[config.mk]
export PLATFORM = sky130hd
export DESIGN_NAME = gmt_queue
export DESIGN_NICKNAME = d
export VERILOG_FILES = /design/src/gmt_pkg.sv /design/src/gmt_queue.sv
export SDC_FILE = /design/constraint.sdc
export NUM_CORES = 1
export LEC_CHECK = 0
export ABC_AREA = 1
export BUFFER_PORTS_ARGS = -buffer_cell sky130_fd_sc_hd__buf_2
export CAP_MARGIN = 20
export CORE_ASPECT_RATIO = 0.5
export CORE_MARGIN = 5
export CORE_UTILIZATION = 39
export CTS_CLUSTER_SIZE = 30
export DETAILED_ROUTE_END_ITERATION = 10
export PLACE_DENSITY = 0.69
export SLEW_MARGIN = 20
export SYNTH_ARGS = -nofsm -noshare
export SYNTH_HDL_FRONTEND = slang
export SYNTH_SLANG_ARGS = --single-unit
[constraint.sdc]
create_clock -name clk -period 7.11 [get_ports clk]
set_input_delay 0.711 -clock clk [delete_from_list [all_inputs] [get_ports clk]]
set_output_delay 0.711 -clock clk [all_outputs]
set_load 0.03 [all_outputs]
[src/gmt_pkg.sv]
`default_nettype none
// ----------------------------------------------------------------------------
// gmt_pkg: shared types and constants of the grid mesh triangulator
// Payload structs of both channels, the line buffer entry and the job
// record that travels from the front part to the back part.
// ----------------------------------------------------------------------------
package gmt_pkg;

	// Fixed field widths.
	localparam int INDEX_BITS = 24;
	localparam int COLS_BITS = 13;
	localparam int COUNT_BITS = 32;

	// Defaults and sizes.
	localparam int MAX_COLUMNS_DEF = 4096;
	localparam logic [COLS_BITS-1:0] COLS_RESET = 13'd4096;
	localparam int QUEUE_DEPTH = 4;
	localparam logic [COUNT_BITS-1:0] COUNT_MAX = '1;

	typedef logic [INDEX_BITS-1:0] vidx_t;
	typedef logic [COUNT_BITS-1:0] count_t;

	// One grid cell as it arrives.
	typedef struct packed {
		vidx_t vertex_index;
		logic  present;
		logic  first_cell;
	} cell_t;

	// One triangle as it leaves.
	typedef struct packed {
		vidx_t  corner_a;
		vidx_t  corner_b;
		vidx_t  corner_c;
		count_t triangle_number;
		logic   last_of_cell;
	} tri_t;

	// Line buffer entry.
	typedef struct packed {
		logic  present;
		vidx_t vertex_index;
	} entry_t;

	// A finished quad with at least one triangle pair to emit.
	typedef struct packed {
		vidx_t  v0;
		vidx_t  v1;
		vidx_t  v2;
		vidx_t  v3;
		logic   low;
		logic   right;
		count_t base;
	} job_t;

endpackage
`default_nettype wire

[src/gmt_queue.sv]
`default_nettype none
// ----------------------------------------------------------------------------
// gmt_queue: short job queue between front and back
// A small register FIFO so that the intake and the triangle emitter
// stall independently.
// ----------------------------------------------------------------------------
module gmt_queue (
	input  wire logic          clk,
	input  wire logic          arst_n,
	input  wire logic          push_valid,
	output logic               push_ready,
	input  wire gmt_pkg::job_t push_job,
	output logic               pop_valid,
	input  wire logic          pop_ready,
	output gmt_pkg::job_t      pop_job
);

	localparam int DEPTH = gmt_pkg::QUEUE_DEPTH;
	localparam int PW = (DEPTH > 1) ? $clog2(DEPTH) : 1;
	localparam int CW = $clog2(DEPTH + 1);

	gmt_pkg::job_t slot_q [DEPTH];
	logic [PW-1:0] wr_ptr_q;
	logic [PW-1:0] rd_ptr_q;
	logic [CW-1:0] fill_q;
	logic          push;
	logic          pop;

	// Handshake decode.
	always_comb begin
		push_ready = (fill_q != CW'(DEPTH));
		pop_valid  = (fill_q != '0);
		push       = push_valid && push_ready;
		pop        = pop_valid && pop_ready;
		pop_job    = slot_q[rd_ptr_q];
	end

	// Storage.
	always_ff @(posedge clk) begin
		if (push) begin
			slot_q[wr_ptr_q] <= push_job;
		end
	end

	// Pointers and fill level.
	always_ff @(posedge clk or negedge arst_n) begin
		if (!arst_n) begin
			wr_ptr_q <= '0;
			rd_ptr_q <= '0;
			fill_q   <= '0;
		end else begin
			if (push) begin
				wr_ptr_q <= (wr_ptr_q == PW'(DEPTH - 1)) ? '0 : wr_ptr_q + PW'(1);
			end
			if (pop) begin
				rd_ptr_q <= (rd_ptr_q == PW'(DEPTH - 1)) ? '0 : rd_ptr_q + PW'(1);
			end
			if (push && !pop) begin
				fill_q <= fill_q + CW'(1);
			end else if (pop && !push) begin
				fill_q <= fill_q - CW'(1);
			end
		end
	end

`ifndef SYNTHESIS
	// The fill level never exceeds the depth.
	a_fill_bound: assert property (@(posedge clk) disable iff (!arst_n)
		fill_q <= CW'(DEPTH))
		else $error("queue fill level out of range");

	// Pointers stay consistent with the fill level.
	a_ptr_match: assert property (@(posedge clk) disable iff (!arst_n)
		(fill_q == '0) |-> (wr_ptr_q == rd_ptr_q))
		else $error("empty queue with mismatched pointers");
`endif

endmodule
`default_nettype wire

; Word-level counts from Yosys, hierarchy flattened
; Memories as Yosys holds them, arrays and structs flattened.
; Cells that the tools add are included.
; W data, S select, Z words.
[op_classes]
n_addsub = 4
mux = 6
reduce_logical = 8
n_eq_ne = 3
[op_table]
columns = cell, count
row1 = $mux W3, 2
row2 = $add A2 B1 Y2 const B, 2
row3 = $eq A2 B2 Y1 const B, 2
row4 = $logic_and A1 B1 Y1, 4
row5 = $mux W2, 2
row6 = $add A3 B1 Y3 const B, 1
row7 = $ne A3 B3 Y1 const B, 1
row8 = $reduce_bool A3 Y1, 1
row9 = $sub A3 B1 Y3 const B, 1
row10 = $logic_not A1 Y1, 2
row11 = $mux W1, 2
row12 = $reduce_bool A2 Y1, 1
[totals]
in_bits = 134
elab_cells = 25
ramBits = 520
n_memories = 1
out_inout_bits = 132
register_bits = 7
[mem_list]
columns = memory, depth, width, read_ports, rd_clocked_by_memory_dff, write_ports, line_no
row1 = slot_q, 4, 130, 1, 0, 1, gmt_queue.sv:22  ; gmt_pkg::job_t slot_q [DEPTH];

; Logic depth before layout (Yosys ltp)
[logic_depth]
ltp_word = 6
ltp_mapped = 12
depth_no_buf = 12

; Worst setup path before layout
; Ideal clock, no wire load.
[synth_path]
path_type = register to register
start = register fill_q[0]
end = memory slot_q[0][0] in the netlist's numbering (enable)
synth_period_minus_slack_ps = 7054
setup_time_ps = 621
t_arrival_ps = 6432
path_stages_with_launch = 5
n_path_buf = 0
required_time_ps = 6489
setup_slack_ps = 56
path_cell_list = dfrtp_1 -> inv_1 -> nand3_1 -> nand2_1 -> nor2_1
[synth_via]
elab_chain_cells = 4
[synth_lines]
columns = element, line_no
row1 = from (decl), gmt_queue.sv:25  ; logic [CW-1:0] fill_q;
row2 = from (signal assigned), gmt_queue.sv:59  ; fill_q <= fill_q + CW'(1);
row3 = from (signal assigned), gmt_queue.sv:61  ; fill_q <= fill_q - CW'(1);
row4 = $ne A3 B3 Y1, gmt_queue.sv:31  ; push_ready = (fill_q != CW'(DEPTH));
row5 = named net push_ready, gmt_queue.sv:11  ; output logic push_ready,
row6 = $logic_and A1 B1 Y1, gmt_queue.sv:33  ; push = push_valid && push_ready;
row7 = $mux W1, gmt_queue.sv:40  ; if (push) begin
row8 = $mux W1 (not written as such), gmt_queue.sv:41  ; slot_q[wr_ptr_q] <= push_job;
row9 = to (decl), gmt_queue.sv:22
; The timed path passes the listed nets, and every way through them passes these cells.

==> run summary <==
## Timing
* false — unrepaired setup endpoints after global routing
* 29.2% — Max-slew headroom
* 0 — total setup violations reported at the end of the flow
* 1060 ps — actual transition at the worst max-transition pin
* 0 — final max-slew violation count
* 363 ps — worst hold slack
* 2960 ps — post-route setup slack
* 58.4% — period utilization
* 241 MHz — upper clock frequency limit
* 4150 ps — clock period minus worst slack
* 0 ps — total negative slack
* 0 — Final Hold Viols
* 17.1 ps — worst-case clock skew

## Placement
* 0.786 — weighted congestion at the end of routability-driven global placement
* 265 — quantity of I/O buffers inserted on ports
* 3520 ps — DP Worst Slack
* 27.1 mm — half-perimeter wire length after placement
* 2478 — count of placed standard cells including taps
* 0.0229 mm^2 — placed cell areas

## Outcome
* complete, no violations — run status

## Clock network
* 1 — number of buffers inserted by hold repair at cts
* 0 — number of instances resized during post-cts repair
* 3 — maximum clock path buffer count
* 49 — number of buffers added by the clock tree synthesis step
* built — CTS tree
* 60 ps — clock-pin slew of the registers on the worst-case setup and hold paths
* 560 ps — clock network latency to the later pin of the worst-skew pair
* 527 — Sink Count
* sky130_fd_sc_hd__clkbuf_16 — root buf cell
* 0 — post-CTS setup buffer count
* 2 — number of levels the H-tree was split into

## Detailed routing
* met5 — top routing layer in use
* 12385 — Via Count
* 17.8 um — Routed wire per std cell
* 4.80 — drt via density
* 0 — number of nets with antenna violations after detailed routing
* 16.5 mm — routed metal-1 wire length
* 0 — # DRC
* 26.0 mm — Met2 Routed Length
* 45.8 mm — post-detailed-routing wire length
* 5 — length of the first detailed-routing pass in iterations
* 898 — detailed router's first-iteration violation count
* 1.43 mm — routed length on met3

## GRT
* 14.7% — combined global-route utilization of all metal layers
* 68.4 mm — global-route wire length before repair
* 198 — largest net degree at the start of global routing
* 0 — GR Overflow Total
* 12061 — vias in the first global route
* 16 — initial antenna violation count

## Synth
* 527 — number of flip-flops and latches in the synthesized netlist
* 74.3% — share of synthesized area occupied by flip-flops and latches
* 0 — number of warnings issued by yosys
* 1576 — number of instances in the synthesized netlist
* 13.5 um^2 — syn avg cell area
* 1717 — net count after synthesis
* 0.0212 mm^2 — area of the mapped netlist
* 17 — count of different cell masters after synthesis

## Final layout
* 18.8% — layout cells sized above 1
* 4661 — fill cell total of the finished layout
* 0.00367 mm^2 — multi-input gate area in the final layout
* 15.0% — area growth from synthesis to layout
* 45.4% — final core utilization
* 0.0244 mm^2 — Design Area, Final
* 2580 — filler-free cell count of the finished design
* 1958 — nets
* 0.0158 mm^2 — Sequential Area

## Setup path
* flop to output port — category of the critical setup timing path
* 3440 ps — worst path arrival time
* 6400 ps — required time worst endpoint
* flop — launching element type of the critical path
* 4130 ps — worst reg2reg setup slack
* 84 — Max Fanout on Critical Path
* output port — critical path capture point type

## Worst hold path
* input port to flop — worst min-delay path category

## Die
* 340 um — width of the chip
* 0.0595 mm^2 — Die Footprint
* 0.0538 mm^2 — floorplan core area
* 39.5% — Initial Utilization
* 60 — cell row count
* 266 — total I/O pin count
* 175 um — vertical extent of the die

## Power
* 446 mW/mm^2 — Power Density
* 0.000267 V — VDD IR-drop max
* 9.51 nW — LEAKAGE
* 10.9 mW — overall power of the completed layout

## Run
* 0 — reported max-cap violation count

## synthesized netlist by cell type, drive strengths merged
| library cell | n | area [um^2] |
|---|---|---|
| edfxtp | 520 | 15600 |
| buf | 83 | 761 |
| nand3 | 7 | 35.0 |
| xnor2 | 1 | 8.76 |
| o21ai | 1 | 5.00 |
| fa | 1 | 20.0 |
| ha | 6 | 75.1 |
| nand2 | 405 | 1520 |
| clkbuf | 4 | 15.0 |
| nand4 | 1 | 6.26 |
| dfrtp | 7 | 175 |
| o211ai | 260 | 1950 |
| inv | 274 | 1030 |
| nor2 | 6 | 22.5 |
## state kept, by name, indices dropped and copies added (netlist names)
register	cells
rd_ptr_q	2
fill_q	3
slot_q	520
wr_ptr_q	2
## layout by cell type (no fill, tap or decap), drive strengths merged
cell         synthesis  routed
edfxtp             520     520
nand2              405     405
buf                 83     276
inv                274     274
o211ai             260     260
clkbuf               4      62
clkinv               0      17
diode                0      16
nand3                7       7
dfrtp                7       7
ha                   6       6
nor2                 6       6
bufinv               0       4
clkinvlp             0       2
o21ai                1       1
xnor2                1       1
nand4                1       1
fa                   1       1
dlygate4sd3          0       1
## cells by family after synthesis
kind of cell,synth area share [%]
and+or+nand+nor,7.46
DFF,74.3
adders and majority gates,0.448
AOI/OAI and AO/OA,9.21
buffers and inverters,8.49
xor gates and xnor gates,0.0412
## metal layers
layer  global-route usage (%)  up-vias
li1                         -     5995
met1                     15.4     6072
met2                     28.9      209
met3                     2.23      105
met4                     7.30        4
met5                        0        -
## worst paths after layout
path / from / end / depth (start not counted)
max in group asynchronous: arst_n / rd_ptr_q[1] / 2
worst max register to register: fill_q[0] / slot_q[0][36] / 5
worst min-delay path: push_job[20] / slot_q[3][20] / 1
worst min register to register: fill_q[2] / fill_q[2] / 2
worst max-delay path: rd_ptr_q[1] / pop_job[20] / 5
min in group asynchronous: arst_n / rd_ptr_q[0] / 2
## where the power goes
part / internal [mW] / switching (mW) / leakage (nW)
combinational: 1.03 / 2.99 / 3.93
sequential: 4.08 / 0.285 / 4.85
clock: 1.43 / 1.07 / 0.734
total: 6.54 / 4.35 / 9.51
## layout make-up
class	instances	area share [%]
timing repair buffer	277	6.02
tap	713	3.65
clock inverter	23	0.887
inverter	274	4.22
sequential	527	64.7
antenna	16	0.164
multi-input combinational	688	15.1
clock buffer	62	5.30
## worst max-delay path: stages (launching register included)
cell	delay, ps
sky130_fd_sc_hd__dfrtp_4	800
sky130_fd_sc_hd__inv_4	920
sky130_fd_sc_hd__buf_4	570
sky130_fd_sc_hd__o211ai_1	170
sky130_fd_sc_hd__nand2_1	110
sky130_fd_sc_hd__buf_2	210
Note: power is estimated with default switching activity, not from simulation.
