$ cat src/gmt_pkg.sv
`default_nettype none
// ----------------------------------------------------------------------------
// gmt_pkg: shared types and constants of the grid mesh triangulator
// Payload structs of both channels, the line buffer entry and the job
// record that travels from the front part to the back part.
// ----------------------------------------------------------------------------
package gmt_pkg;

	// Fixed field widths.
	localparam int INDEX_BITS = 24;
	localparam int COLS_BITS = 13;
	localparam int COUNT_BITS = 32;

	// Defaults and sizes.
	localparam int MAX_COLUMNS_DEF = 4096;
	localparam logic [COLS_BITS-1:0] COLS_RESET = 13'd4096;
	localparam int QUEUE_DEPTH = 4;
	localparam logic [COUNT_BITS-1:0] COUNT_MAX = '1;

	typedef logic [INDEX_BITS-1:0] vidx_t;
	typedef logic [COUNT_BITS-1:0] count_t;

	// One grid cell as it arrives.
	typedef struct packed {
		vidx_t vertex_index;
		logic  present;
		logic  first_cell;
	} cell_t;

	// One triangle as it leaves.
	typedef struct packed {
		vidx_t  corner_a;
		vidx_t  corner_b;
		vidx_t  corner_c;
		count_t triangle_number;
		logic   last_of_cell;
	} tri_t;

	// Line buffer entry.
	typedef struct packed {
		logic  present;
		vidx_t vertex_index;
	} entry_t;

	// A finished quad with at least one triangle pair to emit.
	typedef struct packed {
		vidx_t  v0;
		vidx_t  v1;
		vidx_t  v2;
		vidx_t  v3;
		logic   low;
		logic   right;
		count_t base;
	} job_t;

endpackage
`default_nettype wire

$ cat src/gmt_back.sv
`default_nettype none
// ----------------------------------------------------------------------------
// gmt_back: triangle emitter
// Walks the triangles of the job at the queue head into the output
// register, one per cycle while the receiver keeps up.
// ----------------------------------------------------------------------------
module gmt_back (
	input  wire logic          clk,
	input  wire logic          arst_n,
	input  wire logic          job_valid,
	output logic               job_ready,
	input  wire gmt_pkg::job_t job,
	output logic               tri_valid,
	input  wire logic          tri_ready,
	output gmt_pkg::tri_t      tri_data
);

	logic                         tri_valid_q;
	gmt_pkg::tri_t                tri_q;
	logic [1:0]                   k_q;
	logic                         both;
	logic [1:0]                   slot;
	logic                         last;
	logic                         load;
	logic [gmt_pkg::COUNT_BITS:0] sum;
	gmt_pkg::tri_t                next_tri;

	// Triangle selection for the current step of the head job.
	always_comb begin
		both = job.low && job.right;
		slot = both ? k_q : {k_q[0], ~job.low};
		last = both ? (k_q == 2'd3) : (k_q == 2'd1);
		load = job_valid && (!tri_valid_q || tri_ready);
		job_ready = load && last;
		sum = {1'b0, job.base} + (gmt_pkg::COUNT_BITS + 1)'(k_q);
		next_tri.corner_a = job.v0;
		next_tri.last_of_cell = last;
		next_tri.triangle_number = sum[gmt_pkg::COUNT_BITS] ? gmt_pkg::COUNT_MAX
		                                                     : sum[gmt_pkg::COUNT_BITS-1:0];
		unique case (slot)
			2'd0: begin
				next_tri.corner_b = job.v2;
				next_tri.corner_c = job.v1;
			end
			2'd1: begin
				next_tri.corner_b = job.v3;
				next_tri.corner_c = job.v2;
			end
			2'd2: begin
				next_tri.corner_b = job.v1;
				next_tri.corner_c = job.v2;
			end
			default: begin
				next_tri.corner_b = job.v2;
				next_tri.corner_c = job.v3;
			end
		endcase
	end

	// Output register and step counter.
	always_ff @(posedge clk or negedge arst_n) begin
		if (!arst_n) begin
			tri_valid_q <= 1'b0;
			k_q         <= '0;
		end else begin
			if (load) begin
				tri_valid_q <= 1'b1;
				k_q         <= last ? 2'd0 : k_q + 2'd1;
			end else if (tri_ready) begin
				tri_valid_q <= 1'b0;
			end
		end
	end

	always_ff @(posedge clk) begin
		if (load) begin
			tri_q <= next_tri;
		end
	end

	assign tri_valid = tri_valid_q;
	assign tri_data  = tri_q;

`ifndef SYNTHESIS
	// A quad's triangles follow each other with consecutive numbers.
	a_number_step: assert property (@(posedge clk) disable iff (!arst_n)
		tri_valid_q && tri_ready && !tri_q.last_of_cell |=> tri_valid_q &&
		((tri_q.triangle_number == $past(tri_q.triangle_number) + 32'd1) ||
		 (tri_q.triangle_number == gmt_pkg::COUNT_MAX)))
		else $error("triangle number did not advance within a quad");

	// All triangles of a quad share the top-left corner.
	a_same_quad: assert property (@(posedge clk) disable iff (!arst_n)
		tri_valid_q && tri_ready && !tri_q.last_of_cell |=>
		tri_q.corner_a == $past(tri_q.corner_a))
		else $error("quad changed before its last triangle");
`endif

endmodule
`default_nettype wire

$ cat config.mk
export PLATFORM = sky130hd
export DESIGN_NAME = gmt_back
export DESIGN_NICKNAME = d
export VERILOG_FILES = /design/src/gmt_pkg.sv /design/src/gmt_back.sv
export SDC_FILE = /design/constraint.sdc
export NUM_CORES = 1
export LEC_CHECK = 0
export ABC_AREA = 1
export ABC_CLOCK_PERIOD_IN_PS = 3100
export BUFFER_PORTS_ARGS = -buffer_cell sky130_fd_sc_hd__buf_2
export CAP_MARGIN = 20
export CORE_ASPECT_RATIO = 0.7
export CORE_MARGIN = 4
export CORE_UTILIZATION = 43
export CTS_BUF_LIST = sky130_fd_sc_hd__clkbuf_16
export DETAILED_ROUTE_END_ITERATION = 16
export PLACE_DENSITY = 0.86
export SLEW_MARGIN = 5
export SYNTH_ARGS = -nofsm -noshare
export SYNTH_HDL_FRONTEND = slang
export SYNTH_SLANG_ARGS = --single-unit
export TNS_END_PERCENT = 30
$ cat constraint.sdc
create_clock -name clk -period 3.1 [get_ports clk]
set_clock_uncertainty 0.2 [all_clocks]
set_input_delay 0.155 -clock clk [delete_from_list [all_inputs] [get_ports clk]]
set_output_delay 0.155 -clock clk [all_outputs]
set_load 0.02 [all_outputs]
# Word-level counts from Yosys, hierarchy flattened

Cells that the tools add are included.

Multiplexer cells: 6
Reduce and logical (&&, ||, !) cells: 7
Add/subtract/negate cells: 2
Equal/unequal tests: 4
Bitwise logic cells: 1

Operators by type and width:

| kind                                          | number |
|---|---|
| case mux 48 bit (3 select lines)              | 1 |
| adder 32 x 2 -> 33 bit                        | 1 |
| == test 2 x 1 -> 1 bit, second input constant | 2 |
| == test 2 bit, second input constant          | 2 |
| two-way mux 2 bit                             | 2 |
| logical AND 1 bit                             | 3 |
| two-way mux 1 bit                             | 3 |
| adder 2 x 1 -> 2 bit, second input constant   | 1 |
| zero test 2 bit                               | 1 |
| nonzero test 2 bit                            | 1 |
| zero test 1 bit                               | 1 |
| logical OR 1 bit                              | 1 |
| NOT 1 bit                                     | 1 |

Word-level logic and storage cells: 27
Input bits: 134
Register bits after elaboration: 108
Output and inout bits: 107

# Logic depth before layout (Yosys ltp)

Gate-level depths: netlist of the first run.

Depth after elaboration: 4
Depth in mapped cells: 11
Depth with buffers taken out: 11

# Least setup slack after synthesis of the first run

No wires, ideal clock.

Kind: reg2reg
Start: reg tri_valid_q, in the netlist tri_valid
End: reg k_q[1]
Path buffers: 0
Period minus slack after synthesis: 3.406 ns
Setup time: 0.132 ns
Cell stages (with the launch flop): 7
Data required time: 2.768 ns
Arrival: 3.074 ns
Slack: -0.306 ns
Cells stage by stage: dfrtp_1 > nand2_1 > nand2_1 > inv_1 > nand2_1 > nand2_1 > o21ai_0

Cells in the longest elaborated chain, start to end: 3

RTL lines:

| element                | line           | text |
|---|---|---|
| start, declared        | gmt_back.sv:18 | `logic tri_valid_q;` |
| start signal, assigned | gmt_back.sv:63 | `tri_valid_q <= 1'b0;` |
| start signal, assigned | gmt_back.sv:67 | `tri_valid_q <= 1'b1;` |
| start signal, assigned | gmt_back.sv:70 | `tri_valid_q <= 1'b0;` |
| zero test 1 bit        | gmt_back.sv:33 | `load = job_valid && (!tri_valid_q \|\| tri_ready);` |
| logical OR 1 bit       | gmt_back.sv:33 |  |
| logical AND 1 bit      | gmt_back.sv:33 |  |
| via load               | gmt_back.sv:24 | `logic load;` |
| end signal, assigned   | gmt_back.sv:68 | `k_q <= last ? 2'd0 : k_q + 2'd1;` |
| end, declared          | gmt_back.sv:20 | `logic [1:0] k_q;` |

The timed path passes the listed nets, and every way through them passes these cells.
A chain may end at the register's enable or synchronous reset.

==> results of run 1 <==
-- metrics by stage --
stage | area, sq um | worst slack [ns]
floorplan | 5460 | 0.245
global placement | 6780 | 0.627
detailed placement | 6780 | 0.598
CTS | 8600 | 0.333
global route | 8600 | 0.171
finish | 8600 | 0.235
-- worst max-delay path: cells and delay by family (launching register included) --
family | cells | cell delay (ns)
buffers and inverters | 2 | 0.82
AND/OR/NAND/NOR | 4 | 0.90
flip-flops | 1 | 0.46
AO/OA/AOI/OAI | 1 | 0.22
-- report_power, final --
part           internal (W)  leakage [nW]  switching [W]
combinational      0.000813          2.68        0.00113
clock              0.000648         0.156       0.000558
sequential          0.00190          1.05      0.0000777
-- synth_stat cells (3+ instances only) --
cell type  count
buf_2          9
o21ai_0        9
nand2_1      183
buf_4          6
clkbuf_1       6
dfrtp_1        3
inv_2          4
edfxtp_1     105
inv_1         36
nor2_1        49
nand3_1      162
xor2_1         7
-- layout by cell type (no fill, tap or decap), drive strengths merged --
cell type,count
fa,1
o21ai,9
a21boi,1
dlygate4sd3,149
inv,40
edfxtp,105
nor2,51
dfrtp,3
clkbuf,9
xor2,7
xnor2,1
or2,2
diode,1
buf,246
clkinv,5
nand3b,2
bufinv,1
clkinvlp,1
nand3,163
ha,2
nand2,186
-- repair_timing --
item,CTS,global route
hold endpoints to repair,101,0
resized for setup,0,0
hold buffers,149,0
-- cell type report --
| cell class | count | share of cell area, % |
|---|---|---|
| sequential | 108 | 37.5 |
| timing repair buffer | 395 | 31.8 |
| multi-input combinational | 425 | 22.7 |
| clock buffer | 9 | 2.62 |
| tap | 162 | 2.36 |
| inverter | 40 | 1.79 |
| clock inverter | 7 | 1.13 |
| antenna | 1 | 0.0291 |
-- routing by layer --
metal / global-route usage [%] / part of all wire (%) / vias up
met3: 7.30 / 11 / 82
met2: 42.9 / 47 / 476
met5: 0 / 0 / -
met1: 32.2 / 38 / 2812
met4: 11.9 / 3.5 / 0
li1: - / - / 2804
-- cells by family (layout without fill, tap and decap cells) --
group                    after synthesis  in the layout
AO/OA/AOI/OAI                         10             10
flip-flops                           108            108
adder cells (fa/ha/maj)                3              3
buffers and inverters                 62            451
XOR/XNOR                               8              8
AND/OR/NAND/NOR                      404            404
other                                  0              1
-- flip-flops by register name (all words and copies together) (netlist names) --
signal / cells
tri_data: 105
k_q: 2
tri_valid: 1
-- worst paths after layout --
path                                    startpoint                        end  slack (ns)  cells past startpoint
worst max-delay path            k_q[0]$_DFFE_PN0P_     tri_data[46]$_DFFE_PP_        0.23                      7
max in group asynchronous                   arst_n         k_q[0]$_DFFE_PN0P_        2.04                      3
worst min register to register  k_q[1]$_DFFE_PN0P_         k_q[1]$_DFFE_PN0P_        0.35                      2
worst max register to register  k_q[0]$_DFFE_PN0P_     tri_data[46]$_DFFE_PP_        0.23                      7
min in group asynchronous                   arst_n         k_q[1]$_DFFE_PN0P_        0.50                      3
worst min-delay path                        job[0]  tri_data[1]$_SDFFCE_PP1P_        0.01                      4
==> impl_results.md, run 1 <==
* Tightest slew margin relative to the limit at around half
* Cell Count Post-Placement at a little under 1000
* CTS Buffer Depth at 2
* Global-route wire length before repair at about 30000 microns
* Path class of the lowest-slack min-delay path: input port to flop
* Remaining antenna violation count at 0
* Adder-Cell Fraction of Synth Area at 0.826%
* Pre-Repair DR Iteration Count at 6
* Combinational family with the most area after synthesis: simple AND/OR/NAND/NOR gates
* Number of DRC violations after detailed routing at 0
* Maximum fanout count along the critical path at 25
* Top-area cell type share of the netlist area at between 50% and 60%
* Distinct cell type count after synthesis at 24
* Library cell contributing the largest single delay on the critical path: dlygate4sd3_1
* Leakage Power at 3.88 nW
* Nets@finish at ~1100
* Critical path's most frequent cell: nand2_4
* Clock-pin transition on the worst setup and hold timing paths at approximately 0.080 ns
* Setup Fix Bufs, Post-CTS at 0
* Sinks on Clock Net at 108
* Maximum clock frequency at ~0.35 GHz
* Hold slack final at roughly 0.011 ns
* Setup repair after global routing missed its margin: no
* Post-layout util at approximately 69%
* Number of violations reported at the end of detailed-routing iteration 0 at roughly 540
* Mean area per synthesized cell at 9.17 sq um
* Final Critical Period at ~2.9 ns
* EDFF count, synth at 105
* Maximum ir drop on the vdd rail at about 0.6 mV
* Worst path cell trace: a21boi_4 > inv_2 > nand2_4 > nand2_4 > nand2_1 > nand3_1 > dlygate4sd3_1
* Pin count of the biggest net entering global routing at between 50 and 60
* Core Area at 12400 sq um
* Cell type with the highest aggregate area in the netlist: edfxtp_1
* Most common flop cell mapped by yosys: edfxtp_1
* GRT Residual Overflow at 0
* CP Data Arrival Time at between 2 and 3 ns
* Synthesized-area fraction occupied by xor and xnor cells at 1.28%
* Required time worst endpoint at 2.99 ns
* Clock tree from TritonCTS: yes
* Result of the run: finished, final reports clean
* Layout cells sized above 1 at 28.0%
* Via-to-Cell Ratio at between 5 and 6
* Wirelength per Cell at approximately 17 microns
* Yosys warnings at 0
* Area of the mapped netlist at about 5500 sq um
* Register cell area after layout at roughly 3200 sq um
* Routed via count at 6174
* Final-report setup violation count at 0
* Filler cell count at 934
* Syn_nets at about 730
* Cells after Synth at 595
* Area share of and/or/nand/nor cells after synthesis at roughly a third
* Placed wire-length estimate after detailed placement at ~13000 microns
* Final Max Slew Viols at 0
* Placement row count at 34
* Port buffer count at 240
* Kind of start point of the critical path: flop
* Area added between synthesis and finish at 57.7%
* Power per unit of standard cell area at ~600 nW/um^2
* GR Util All Layers at between 20% and 30%
* H-Tree Level Count at 3
* Share of async-settable or async-resettable flops after synthesis at ~2.8%
* Total area of multi-input combinational cells at between 1500 and 2000 sq um
* Total wire length after detailed routing at about 20000 microns
* Final RePlAce weighted congestion at 0.953
* Transition at the pin with the smallest max-transition slack at about 0.76 ns
* Io pins at between 200 and 250
* Startpoint-to-endpoint class of the critical path: flop to flop
* TritonCTS buffer count at 9
* Root buffer cell: clkbuf_16
* Max incr delay on CP at 0.57 ns
* Max-cap viol count at 0
* Number of standard cells in the layout, taps in and fillers out at between 1000 and 1500
* Insertion delay of the later-clocked pin in the worst-skew pair at between 0.3 and 0.4 ns
* Sequential element share of the synthesized area at between 50 and 60%
* Effective utilization at floorplan at between 40% and 50%
* Via count of the first global-routing pass at 6088
* Mux cell area share after synthesis at 0%
* Die X at roughly 140 microns
* Die area at 14600 sq um
* PnR Total Power at a little over 0.005 W
* Register bit total from synthesis at roughly 110
* Cells taking the most area after synthesis: edfxtp_1, nand3_1, nand2_1
* Overall die height at between 100 and 150 microns
* Capturing element type of the critical path: flop
* Hold Fails Final Rpt at 0
* Compound-gate portion of the synthesized area at 1.17%
* Crit share post-route at between 90% and 100%
* Initial antenna violation count at 0
* Total Neg Setup Slack at 0 ns
No activity file was read; power rests on OpenSTA's default activity.
==> run 2, diff against run 1 <==
--- a/config.mk
+++ b/config.mk
@@ -7,14 +7,14 @@
 export LEC_CHECK = 0
 export ABC_AREA = 1
 export ABC_CLOCK_PERIOD_IN_PS = 3100
-export BUFFER_PORTS_ARGS = -buffer_cell sky130_fd_sc_hd__buf_2
 export CAP_MARGIN = 20
 export CORE_ASPECT_RATIO = 0.7
 export CORE_MARGIN = 4
-export CORE_UTILIZATION = 43
+export CORE_UTILIZATION = 50
 export CTS_BUF_LIST = sky130_fd_sc_hd__clkbuf_16
 export DETAILED_ROUTE_END_ITERATION = 16
-export PLACE_DENSITY = 0.86
+export DONT_BUFFER_PORTS = 1
+export PLACE_DENSITY = 0.77
 export SLEW_MARGIN = 5
 export SYNTH_ARGS = -nofsm -noshare
 export SYNTH_HDL_FRONTEND = slang
==> run 2 against run 1 <==
Compared with the run above: the flow now stops in clock tree synthesis; synthesized area did not move; synthesized cell count stayed put.
==> impl_results.md, run 2 <==
* Cells taking the most area after synthesis: edfxtp_1, nand3_1, nand2_1
* Io pins at approximately 240
* Hold Buf Count CTS at about 150
* Placement row count at 31
* Tool error: [ERROR RSZ-0060] Max buffer count reached.
* Overall die height at 95.4 microns
* TritonCTS buffer count at 9
* Root buffer cell: clkbuf_16
* Result of the run: stopped before the end
* Final RePlAce weighted congestion at roughly 0.97
* Area of the mapped netlist at roughly 5500 sq um
* Setup Fix Bufs, Post-CTS at 0
* Cell type with the highest aggregate area in the netlist: edfxtp_1
* Die X at approximately 130 microns
* Register bit total from synthesis at ~110
* Yosys warnings at 0
* Placed instance area at 5560 sq um
* Sequential element share of the synthesized area at between 50% and 60%
* Effective utilization at floorplan at 51.9%
* Placed wire-length estimate after detailed placement at around 12000 microns
* CTS Buffer Depth at 2
* Cells after Synth at approximately 600
* Most common flop cell mapped by yosys: edfxtp_1
* Top cell types by occurrence after synthesis: nand2_1, nand3_1, edfxtp_1, nor2_1, inv_1
* Top-area cell type share of the netlist area at between 50% and 60%
* PostCTS Resize Cnt at 0
* Syn_nets at 732
* Most frequent cell after synthesis: nand2_1
* H-Tree Level Count at 3
* Share of async-settable or async-resettable flops after synthesis at about 2.8%
* Mean area per synthesized cell at between 9 and 10 sq um
* Sinks on Clock Net at 108
* Distinct cell type count after synthesis at 24
* Port buffer count at 0
* EDFF count, synth at ~110
* Stop stage: clock tree synthesis
-- run 2: cell counts after synthesis --
No cell type changed its count.
-- run 2: logic make-up after synthesis --
group / count (synthesis) / share of synthesized area (%)
adders and majority gates: 3 / 0.826
buffers and inverters: 62 / 5.02
DFF: 108 / 59.2
and+or+nand+nor: 404 / 32.5
AOI/OAI and AO/OA: 10 / 1.17
xor gates and xnor gates: 8 / 1.28
-- run 2: metrics by stage --
step                      worst slack [ns]  cells  utilization [%]  hold WS (ns)
after floorplan                      0.245    595                -        -0.341
after global placement               0.643    726             52.9        -0.341
after detailed placement             0.451    726             52.9        -0.341
==> run 3, diff against run 2 <==
--- a/config.mk
+++ b/config.mk
@@ -6,15 +6,13 @@
 export NUM_CORES = 1
 export LEC_CHECK = 0
 export ABC_AREA = 1
-export ABC_CLOCK_PERIOD_IN_PS = 3100
+export ABC_CLOCK_PERIOD_IN_PS = 4000
 export CAP_MARGIN = 20
-export CORE_ASPECT_RATIO = 0.7
 export CORE_MARGIN = 4
-export CORE_UTILIZATION = 50
-export CTS_BUF_LIST = sky130_fd_sc_hd__clkbuf_16
+export CORE_UTILIZATION = 35
 export DETAILED_ROUTE_END_ITERATION = 16
 export DONT_BUFFER_PORTS = 1
-export PLACE_DENSITY = 0.77
+export PLACE_DENSITY_LB_ADDON = 0.15
 export SLEW_MARGIN = 5
 export SYNTH_ARGS = -nofsm -noshare
 export SYNTH_HDL_FRONTEND = slang
==> constraint.sdc (replaced) <==
create_clock -name clk -period 4 [get_ports clk]
set_clock_uncertainty 0.2 [all_clocks]
set_input_delay 0.2 -clock clk [delete_from_list [all_inputs] [get_ports clk]]
set_output_delay 0.2 -clock clk [all_outputs]
set_load 0.02 [all_outputs]
==> run 3 against run 2 <==
Compared with the run above: the flow now finishes without violations.
==> impl_results.md, run 3 (synthesized netlist as in run 1, its figures left out) <==
* Result of the run: finished, final reports clean
* Root buffer cell: clkbuf_16
* Remaining antenna violation count at 0
* Port buffer count at 0
* Pin count of the biggest net entering global routing at 57
* Filler cell count at 1398
* Capturing element type of the critical path: flop
* Setup slack after placement at roughly 1.2 ns
* H-Tree Level Count at 3
* Max incr delay on CP at 0.57 ns
* Effective utilization at floorplan at a little over a third
* Path class of the lowest-slack min-delay path: input port to flop
* Register cell area after layout at about 3200 sq um
* Placement row count at 45
* Maximum ir drop on the vdd rail at about 0.24 mV
* Crit share post-route at 81.6%
* Wirelength per Cell at between 15 and 20 microns
* Worst path cell trace: a21boi_4 > buf_4 > inv_2 > nand2_4 > nand2_4 > nand2_1 > nand3_1 > dlygate4sd3_1
* Pre-Repair DR Iteration Count at 7
* Io pins at around 240
* Kind of start point of the critical path: flop
* Number of DRC violations after detailed routing at 0
* Cell Count Post-Placement at 788
* Total wire length after detailed routing at around 18000 microns
* Maximum fanout count along the critical path at 27
* CTS Buffer Depth at 2
* Core Area at 15300 sq um
* Critical path's most frequent cell: nand2_4
* Total area of multi-input combinational cells at about 2000 sq um
* Sinks on Clock Net at roughly 110
* Startpoint-to-endpoint class of the critical path: flop to flop
* Insertion delay of the later-clocked pin in the worst-skew pair at between 0.3 and 0.4 ns
* Final RePlAce weighted congestion at between 0.9 and 1
* Final Critical Period at between 3 and 4 ns
* Hold Fails Final Rpt at 0
* Initial antenna violation count at 0
* Die X at around 130 microns
* Total Neg Setup Slack at 0 ns
* Setup repair after global routing missed its margin: no
* CP Data Arrival Time at 3.16 ns
* Final-report setup violation count at 0
* Clock-pin transition on the worst setup and hold timing paths at about 0.080 ns
* GRT Residual Overflow at 0
* Nets@finish at 883
* Placed wire-length estimate after detailed placement at ~12000 microns
* Library cell contributing the largest single delay on the critical path: dlygate4sd3_1
* Global-route wire length before repair at approximately 27000 microns
* Tightest slew margin relative to the limit at 53.1%
* TritonCTS buffer count at 9
* Min setup slack post-route at 0.735 ns
* Required time worst endpoint at a little under 4 ns
* Leakage Power at between 2 and 3 nW
* Via count of the first global-routing pass at between 4000 and 5000
* Max-cap viol count at 0
* Routed via count at slightly below 5000
* Most frequent cells in the layout: nand2_1, nand3_1, dlygate4sd3_1
* Via-to-Cell Ratio at ~5.1
* Maximum clock frequency at between 0.3 and 0.4 GHz
* Setup Fix Bufs, Post-CTS at 0
* Layout cells sized above 1 at around 4.5%
* Die area at between 15000 and 20000 sq um
* Final Max Slew Viols at 0
* Number of standard cells in the layout, taps in and fillers out at slightly below 1000
* PnR Total Power at about 0.0037 W
* Number of inserted diodes at 0
* Number of violations reported at the end of detailed-routing iteration 0 at between 500 and 600
* Transition at the pin with the smallest max-transition slack at roughly 0.70 ns
* GR Util All Layers at 19.5%
* Commonest non-fill, non-tap cell in the layout: nand2_1
* Overall die height at between 100 and 150 microns
* Clock tree from TritonCTS: yes
* Largest register FFs at between 100 and 150
* Area added between synthesis and finish at 37.7%
* Power per unit of standard cell area at slightly below 500 nW/um^2
## run 3: power by group
group          internal [W]  total (W)  leakage [nW]  switching [W]
Clock              0.000441   0.000887         0.138       0.000446
Combinational      0.000503    0.00107          1.77       0.000568
Sequential          0.00148    0.00174          1.05       0.000259
## run 3: final timing paths
| path | start | end | slack (ns) | cells past startpoint |
|---|---|---|---|---|
| worst max-delay path | k_q[0]$_DFFE_PN0P_ | tri_data[51]$_DFFE_PP_ | 0.74 | 8 |
| worst min-delay path | job[5] | tri_data[15]$_SDFFCE_PP1P_ | 0.01 | 3 |
| worst max register to register | k_q[0]$_DFFE_PN0P_ | tri_data[51]$_DFFE_PP_ | 0.74 | 8 |
| worst min register to register | k_q[1]$_DFFE_PN0P_ | k_q[1]$_DFFE_PN0P_ | 0.39 | 2 |
| max in group asynchronous | arst_n | tri_valid$_DFFE_PN0P_ | 3.00 | 2 |
| min in group asynchronous | arst_n | k_q[0]$_DFFE_PN0P_ | 0.44 | 2 |
## run 3: final cells by class
cell class,instances,area share (%)
well taps,211,3.51
multi-input cells,425,26.0
repair buffers,162,21.6
inverters,40,2.03
flip-flops and latches,108,43.0
clock inverters,7,0.883
clock buffers,9,3.00
## run 3: per-layer routing
metal | wire, microns | up-vias | GRT usage (%)
li1 | - | 2331 | -
met1 | 6530 | 2306 | 21.6
met2 | 8980 | 271 | 33.7
met3 | 1880 | 37 | 7.30
met4 | 488 | 0 | 7.68
met5 | 0 | - | 0
## run 3: worst max-delay path, delay by kind of cell (launching register included)
family                 cells  cell delay (ns)
AND/OR/NAND/NOR            4             0.86
buffers and inverters      3             1.27
flip-flops                 1             0.46
AO/OA/AOI/OAI              1             0.16
## run 3: metrics by stage
step / area [sq um] / hold WS (ns) / util (%)
after floorplan: 5450 / -0.296 / -
after detailed placement: 5640 / -0.296 / 37.0
final: 7510 / 0.0145 / 49.2
after global placement: 5640 / -0.296 / 37.0
after CTS: 7510 / 0.00115 / 49.2
after global routing: 7510 / 0.0181 / 49.2
## run 3: timing repair
item,in CTS,in global routing
resized for setup,0,0
hold buffers,158,0
hold endpoints to repair,108,0
==> run 4, diff against run 3 <==
--- a/config.mk
+++ b/config.mk
@@ -5,8 +5,8 @@
 export SDC_FILE = /design/constraint.sdc
 export NUM_CORES = 1
 export LEC_CHECK = 0
-export ABC_AREA = 1
-export ABC_CLOCK_PERIOD_IN_PS = 4000
+export ABC_AREA = 0
+export ABC_CLOCK_PERIOD_IN_PS = 3180
 export CAP_MARGIN = 20
 export CORE_MARGIN = 4
 export CORE_UTILIZATION = 35
==> constraint.sdc (replaced) <==
create_clock -name clk -period 3.18 [get_ports clk]
set_clock_uncertainty 0.2 [all_clocks]
set_input_delay 0.159 -clock clk [delete_from_list [all_inputs] [get_ports clk]]
set_output_delay 0.159 -clock clk [all_outputs]
set_load 0.02 [all_outputs]
==> run 4 against run 3 <==
Compared with the run above: the flow now stops in clock tree synthesis; synthesized cell count fell by 31%; synthesized area fell by 6.5%.
==> impl_results.md, run 4 <==
* Hold Buf Count CTS at 120
* Stop stage: clock tree synthesis
* TritonCTS buffer count at 9
* Top-area cell type share of the netlist area at roughly three fifths
* Port buffer count at 0
* Io pins at ~240
* Syn_nets at roughly 550
* EDFF count, synth at 105
* Placed wire-length estimate after detailed placement at ~10000 microns
* Top cell types by occurrence after synthesis: edfxtp_1, o21ai_0, and2_1, inv_1, nand2_1
* Overall die height at 129 microns
* Sequential element share of the synthesized area at between 60% and 70%
* Cells taking the most area after synthesis: edfxtp_1, a221o_1, o21ai_0
* Mean area per synthesized cell at ~12 sq um
* Cell type with the highest aggregate area in the netlist: edfxtp_1
* Placement row count at 43
* Root buffer cell: clkbuf_16
* Distinct cell type count after synthesis at 42
* Final RePlAce weighted congestion at 0.823
* Result of the run: stopped before the end
* H-Tree Level Count at 3
* Most common flop cell mapped by yosys: edfxtp_1
* Most frequent cell after synthesis: edfxtp_1
* Cells after Synth at 412
* Effective utilization at floorplan at between 30 and 40%
* PostCTS Resize Cnt at 0
* CTS Buffer Depth at 2
* Share of async-settable or async-resettable flops after synthesis at around 2.8%
* Area of the mapped netlist at about 5100 sq um
* Setup Fix Bufs, Post-CTS at 0
* Tool error: [ERROR RSZ-0060] Max buffer count reached.
* Sinks on Clock Net at around 110
* Register bit total from synthesis at ~110
* Yosys warnings at 0
* Die X at approximately 130 microns
-- run 4: changes by cell type after synthesis, sizes merged, moves of 24 or more --
cell and change:
a221o +24, o21ai +31, and2 +30, nand3 -149
nand2 -159, nor2 -45, a22oi +24
-- run 4: metrics by stage --
step	setup WS, ns	area, sq um	hold slack [ns]	instances	utilization [%]
2_1_floorplan	0.318	5100	-0.337	412	-
3_3_place_gp	0.340	5330	-0.336	580	37.8
3_5_place_dp	0.290	5330	-0.336	580	37.8
-- run 4: kinds of logic after synthesis --
| family | synth area share [%] |
|---|---|
| flip-flops | 63.3 |
| XOR/XNOR | 1.89 |
| AND/OR/NAND/NOR | 15.1 |
| AO/OA/AOI/OAI | 14.5 |
| buffers and inverters | 3.63 |
| multiplexers | 0.662 |
| adder cells (fa/ha/maj) | 0.883 |
